==> config.mk <==
export PLATFORM = sky130hd
export DESIGN_NAME = mch_binner
export DESIGN_NICKNAME = d
export VERILOG_FILES = /design/src/sv/multi_category_histogram_macros.svh /design/src/sv/mch_pkg.sv /design/src/sv/mch_binner.sv
export SDC_FILE = /design/constraint.sdc
export NUM_CORES = 2
export LEC_CHECK = 0
export BUFFER_PORTS_ARGS = -buffer_cell sky130_fd_sc_hd__buf_2
export CAP_MARGIN = 5
export CORE_UTILIZATION = 30
export CTS_BUF_LIST = sky130_fd_sc_hd__clkbuf_4 sky130_fd_sc_hd__clkbuf_8 sky130_fd_sc_hd__clkbuf_16
export DETAILED_ROUTE_END_ITERATION = 8
export PLACE_DENSITY = 0.41
export SYNTH_ARGS = -nofsm -noshare
export SYNTH_HDL_FRONTEND = slang
export SYNTH_SLANG_ARGS = --single-unit
==> constraint.sdc <==
create_clock -name clk -period 7.67 [get_ports clk]
set_input_delay 0.3835 -clock clk [delete_from_list [all_inputs] [get_ports clk]]
set_output_delay 0.3835 -clock clk [all_outputs]
set_load 0.02 [all_outputs]
==> src/sv/multi_category_histogram_macros.svh <==
// Assertion helpers for the histogram block.
// Each macro expects clk and arst_n in scope of the user.
`ifndef MULTI_CATEGORY_HISTOGRAM_MACROS_SVH
`define MULTI_CATEGORY_HISTOGRAM_MACROS_SVH

// same-cycle implication
`define MCH_ASSERT_IMP(label, ante, cons) \
	label: assert property (@(posedge clk) disable iff (!arst_n) (ante) |-> (cons)) \
		else $error("histogram assertion failed");

// next-cycle implication
`define MCH_ASSERT_NXT(label, ante, cons) \
	label: assert property (@(posedge clk) disable iff (!arst_n) (ante) |=> (cons)) \
		else $error("histogram assertion failed");

`endif

==> src/sv/mch_pkg.sv <==
// ----------------------------------------------------------------------------
// mch_pkg
// Shared constants, types and register codes of the multi-category histogram.
// ----------------------------------------------------------------------------
package mch_pkg;

	localparam int MAX_BINS       = 64;
	localparam int NUM_CATEGORIES = 32;
	localparam int COUNT_WIDTH    = 32;

	localparam int BIN_W = (MAX_BINS > 1) ? $clog2(MAX_BINS) : 1;
	localparam int CAT_W = (NUM_CATEGORIES > 1) ? $clog2(NUM_CATEGORIES) : 1;
	// effective bin count never exceeds the 7-bit num_bins register
	localparam int NB_W  = 7;

	localparam int CFG_IDX_W = 2;
	localparam logic [CFG_IDX_W-1:0] REG_NUM_BINS  = 2'd0;
	localparam logic [CFG_IDX_W-1:0] REG_MIN_VALUE = 2'd1;
	localparam logic [CFG_IDX_W-1:0] REG_BIN_SCALE = 2'd2;

	localparam logic [NB_W-1:0] NUM_BINS_RST  = 7'd50;
	localparam logic [31:0]     MIN_VALUE_RST = 32'd0;
	localparam logic [31:0]     BIN_SCALE_RST = 32'd65536;

	localparam logic CMD_ADD  = 1'b0;
	localparam logic CMD_READ = 1'b1;

	typedef enum logic [2:0] {
		S_CLEAR,
		S_IDLE,
		S_MUL,
		S_ADDR,
		S_DONE
	} state_t;

	typedef struct packed {
		logic             clr;
		logic             inc;
		logic [BIN_W-1:0] addr;
	} lane_ctl_t;

	typedef struct packed {
		logic [NB_W-1:0] bin;
		logic            clamped;
	} bin_res_t;

endpackage

==> src/sv/mch_binner.sv <==
// ----------------------------------------------------------------------------
// mch_binner
// Two-stage bin computation: offset from the lower edge, then multiply by the
// configured scale and clamp the integer part to the active bin range.
// ----------------------------------------------------------------------------
module mch_binner (
	input  logic                    clk,
	input  logic                    load,
	input  logic signed [31:0]      sample_value,
	input  logic signed [31:0]      min_value,
	input  logic [31:0]             bin_scale,
	input  logic [mch_pkg::NB_W-1:0] num_bins,
	output mch_pkg::bin_res_t       res
);
	import mch_pkg::*;

	logic signed [32:0] diff_s1;
	logic               neg_s2;
	logic [63:0]        prod_s2;
	logic [NB_W-1:0]    nb;
	logic [31:0]        prod_hi;
	logic               over;

	// capture the offset with the accepted transaction
	always_ff @(posedge clk) begin
		if (load) begin
			diff_s1 <= {sample_value[31], sample_value} - {min_value[31], min_value};
		end
	end

	always_ff @(posedge clk) begin
		neg_s2  <= diff_s1[32];
		prod_s2 <= 64'(diff_s1[31:0]) * 64'(bin_scale);
	end

	always_comb begin
		nb = num_bins;
		if (num_bins == '0) begin
			nb = NB_W'(1);
		end else if (32'(num_bins) > 32'(MAX_BINS)) begin
			nb = NB_W'(MAX_BINS);
		end
	end

	assign prod_hi = prod_s2[63:32];
	assign over    = prod_hi >= 32'(nb);

	always_comb begin
		if (neg_s2) begin
			res.bin     = '0;
			res.clamped = bin_scale != '0;
		end else if (over) begin
			res.bin     = nb - NB_W'(1);
			res.clamped = 1'b1;
		end else begin
			res.bin     = prod_hi[NB_W-1:0];
			res.clamped = 1'b0;
		end
	end

endmodule

==> run_results.csv <==
group,metric,value,unit
yosys,synth_area,36300,µm²
clock_tree,clock_insertion_delay_worst_skew,370,ps
worst_hold_path,hold_class,"in2reg",
global_routing,grt_pass1_vias,28081,
timing,slew_headroom,31.3,%
timing,rsz0062_at_grt,"true",
placed_design,dp.final_hpwl,92500,µm
detailed_routing,wire_per_inst,18.4,µm
clock_tree,clock_path_buffers,2,
timing,worst_pin_slew,1020,ps
cells_and_area,area_delta_synth_final,13.5,%
detailed_routing,drtIter0Drc,1051,
clock_tree,root_buffer,"clkbuf_16",
timing,period_minus_slack,7480,ps
yosys,ys.flop_type,"edfxtp_1",
detailed_routing,ant_nets,0,
flow_run,maxCapViolCount,0,
yosys,synth_warnings,0,
global_routing,overflow,0,
setup_path,worstPathMaxFanout,11,
placed_design,dp.cells,5691,
global_routing,grt_util_all_layers,17.9,%
detailed_routing,viasPerCell,4.50,
die,die-area,122000,µm²
cells_and_area,nFillCells,12619,
setup_path,crit_top_cell,"fa_1",
yosys,yosys_register_bits,66,
global_routing,antenna_found_initial,5,
cells_and_area,layout.nets,5410,
timing,setup_slack,187,ps
setup_path,critPathLaunchType,"flop",
setup_path,slowest_delay,560,ps
yosys,syn_avg_cell_area,9.18,µm²
cells_and_area,drive_gt1_share,11.1,%
setup_path,worstSetupPathType,"reg2reg",
setup_path,critPathRequiredTime,7920,ps
setup_path,critPathArrivalTime,7730,ps
timing,hold_violations,0,
yosys,synth_cell_type_count,68,
status,status,"complete, no violations",
yosys,async_flop_share,0,%
clock_tree,cts_sinks,66,
cells_and_area,fin_cells,5727,
clock_tree,cts_tree,"yes",
yosys,synth_top_cell_area_share,49.4,%
timing,min_period_over_period,97.6,%
yosys,synthTopCellsByCount,"inv_1 (912), fa_1 (896), and2_1 (603)",
yosys,synth_top_area_cell,"fa_1",
setup_path,slowest_stage,"fa_1",
die,dieHeight,350,µm
setup_path,end_kind,"flop",
clock_tree,cts-buffers-inserted,9,
global_routing,grt_first_pass_wirelength,168000,µm
yosys,synth_most_common_cell,"inv_1",
timing,slew_viol_final,0,
placed_design,port_buffers,112,
die,num_rows,127,
yosys,synth_nets,5253,
clock_tree,clkSlewWorstSetupHoldPaths,60,ps
die,start_util,30.2,%
detailed_routing,drc,0,
placed_design,place.gp.congestion,0.800,
yosys,syn-instance-count,3952,
die,core_area,120000,µm²
global_routing,grt_max_degree,34,
timing,fmaxAchievable,134,MHz
clock_tree,cts_max_level,3,
die,io_pins,113,
yosys,synth_area_leaders,"fa_1 (49%), and2_1 (10%), ha_1 (10%)",
timing,finalSetupViolations,0,
timing,timing.setup.tns,0,ps
detailed_routing,wl,106000,µm
detailed_routing,num_vias,25766,
yosys,seq_area_frac_synth,4.55,%
yosys,synth_edf_count,33,
detailed_routing,first_pass_iters,5,
placed_design,pre_cts_ws,-308,ps
timing,clock_skew,10.8,ps
die,die_x,350,µm
critical path: cells and delay by family (launching register included):
kind / cells / cell delay [ps]
adder cells (fa/ha/maj): 9 / 4290
XOR/XNOR: 1 / 150
AND/OR/NAND/NOR: 2 / 310
flip-flops: 1 / 440
buffers and inverters: 9 / 950
AO/OA/AOI/OAI: 7 / 1200
through the flow:
stage	utilization [%]	hold WS [ps]	instance area (µm²)
final	34.3	407	41200
after global routing	34.3	411	41200
after CTS	33.9	394	40600
after detailed placement	33.5	732	40200
after global placement	33.5	735	40200
after floorplan	-	323	36300
cells in the final DEF (no fill, tap or decap), drive strengths merged, types with 15 or more instances in the layout:
cell,instances
xor2,23
fa,896
ha,300
dfxtp,33
o21ai,47
nand2,476
a31oi,18
a21oi,67
nor2,48
xnor2,40
nor3,15
nand4,16
nand3,24
a211oi,22
nor4,19
and2,606
nor2b,15
inv,915
edfxtp,33
buf,354
a21o,52
sequential cells by signal (all words and copies together) (netlist names):
register / cells
neg_s2: 1
diff_s1: 33
prod_s2: 32
worst paths after layout:
kind / start / endpoint / slack (ps) / depth (start not counted)
hold reg to reg: diff_s1[32] / neg_s2 / 660 / 0
setup / recovery: diff_s1[16] / prod_s2[53] / 190 / 28
hold / removal: min_value[0] / diff_s1[0] / 410 / 3
setup reg to reg: diff_s1[16] / prod_s2[53] / 190 / 28
cell families after synthesis:
group,after synthesis,share of synthesized area [%]
AND/OR/NAND/NOR,1256,18.0
adder cells (fa/ha/maj),1196,59.8
buffers and inverters,1123,11.7
AO/OA/AOI/OAI,247,4.48
flip-flops,66,4.55
XOR/XNOR,63,1.52
multiplexers,1,0.0310
routing by layer:
| layer | track usage (%) | vias to the layer above | share of wire (%) | wire length (µm) |
|---|---|---|---|---|
| li1 | - | 11895 | - | - |
| met2 | 31.6 | 241 | 51 | 53700 |
| met1 | 24.5 | 13569 | 46 | 48600 |
| met3 | 1.13 | 57 | 2.0 | 2080 |
| met5 | 0 | - | 0.022 | 23 |
| met4 | 2.77 | 4 | 1.2 | 1230 |
cell type report:
cell class	count	area, µm²	share of cell area, %
Multi-Input combinational cell	2763	30800	74.9
Inverter	913	3430	8.32
Timing Repair Buffer	356	2910	7.07
Tap cell	1612	2020	4.90
Sequential cell	66	1650	4.01
Clock buffer	10	239	0.580
Clock inverter	6	86.3	0.210
Antenna cell	1	2.50	0.00608
what timing repair did:
item	4_1_cts	5_1_grt
setup buffers	1	16
setup endpoints to repair	10	20
hold buffers	0	0
pin swaps	6	44
cloned	0	2
gates resized for setup	17	67
Power is left out: the tool's default activity adds up to more than one toggle a clock period on the data nets, which glitch-free logic cannot reach.
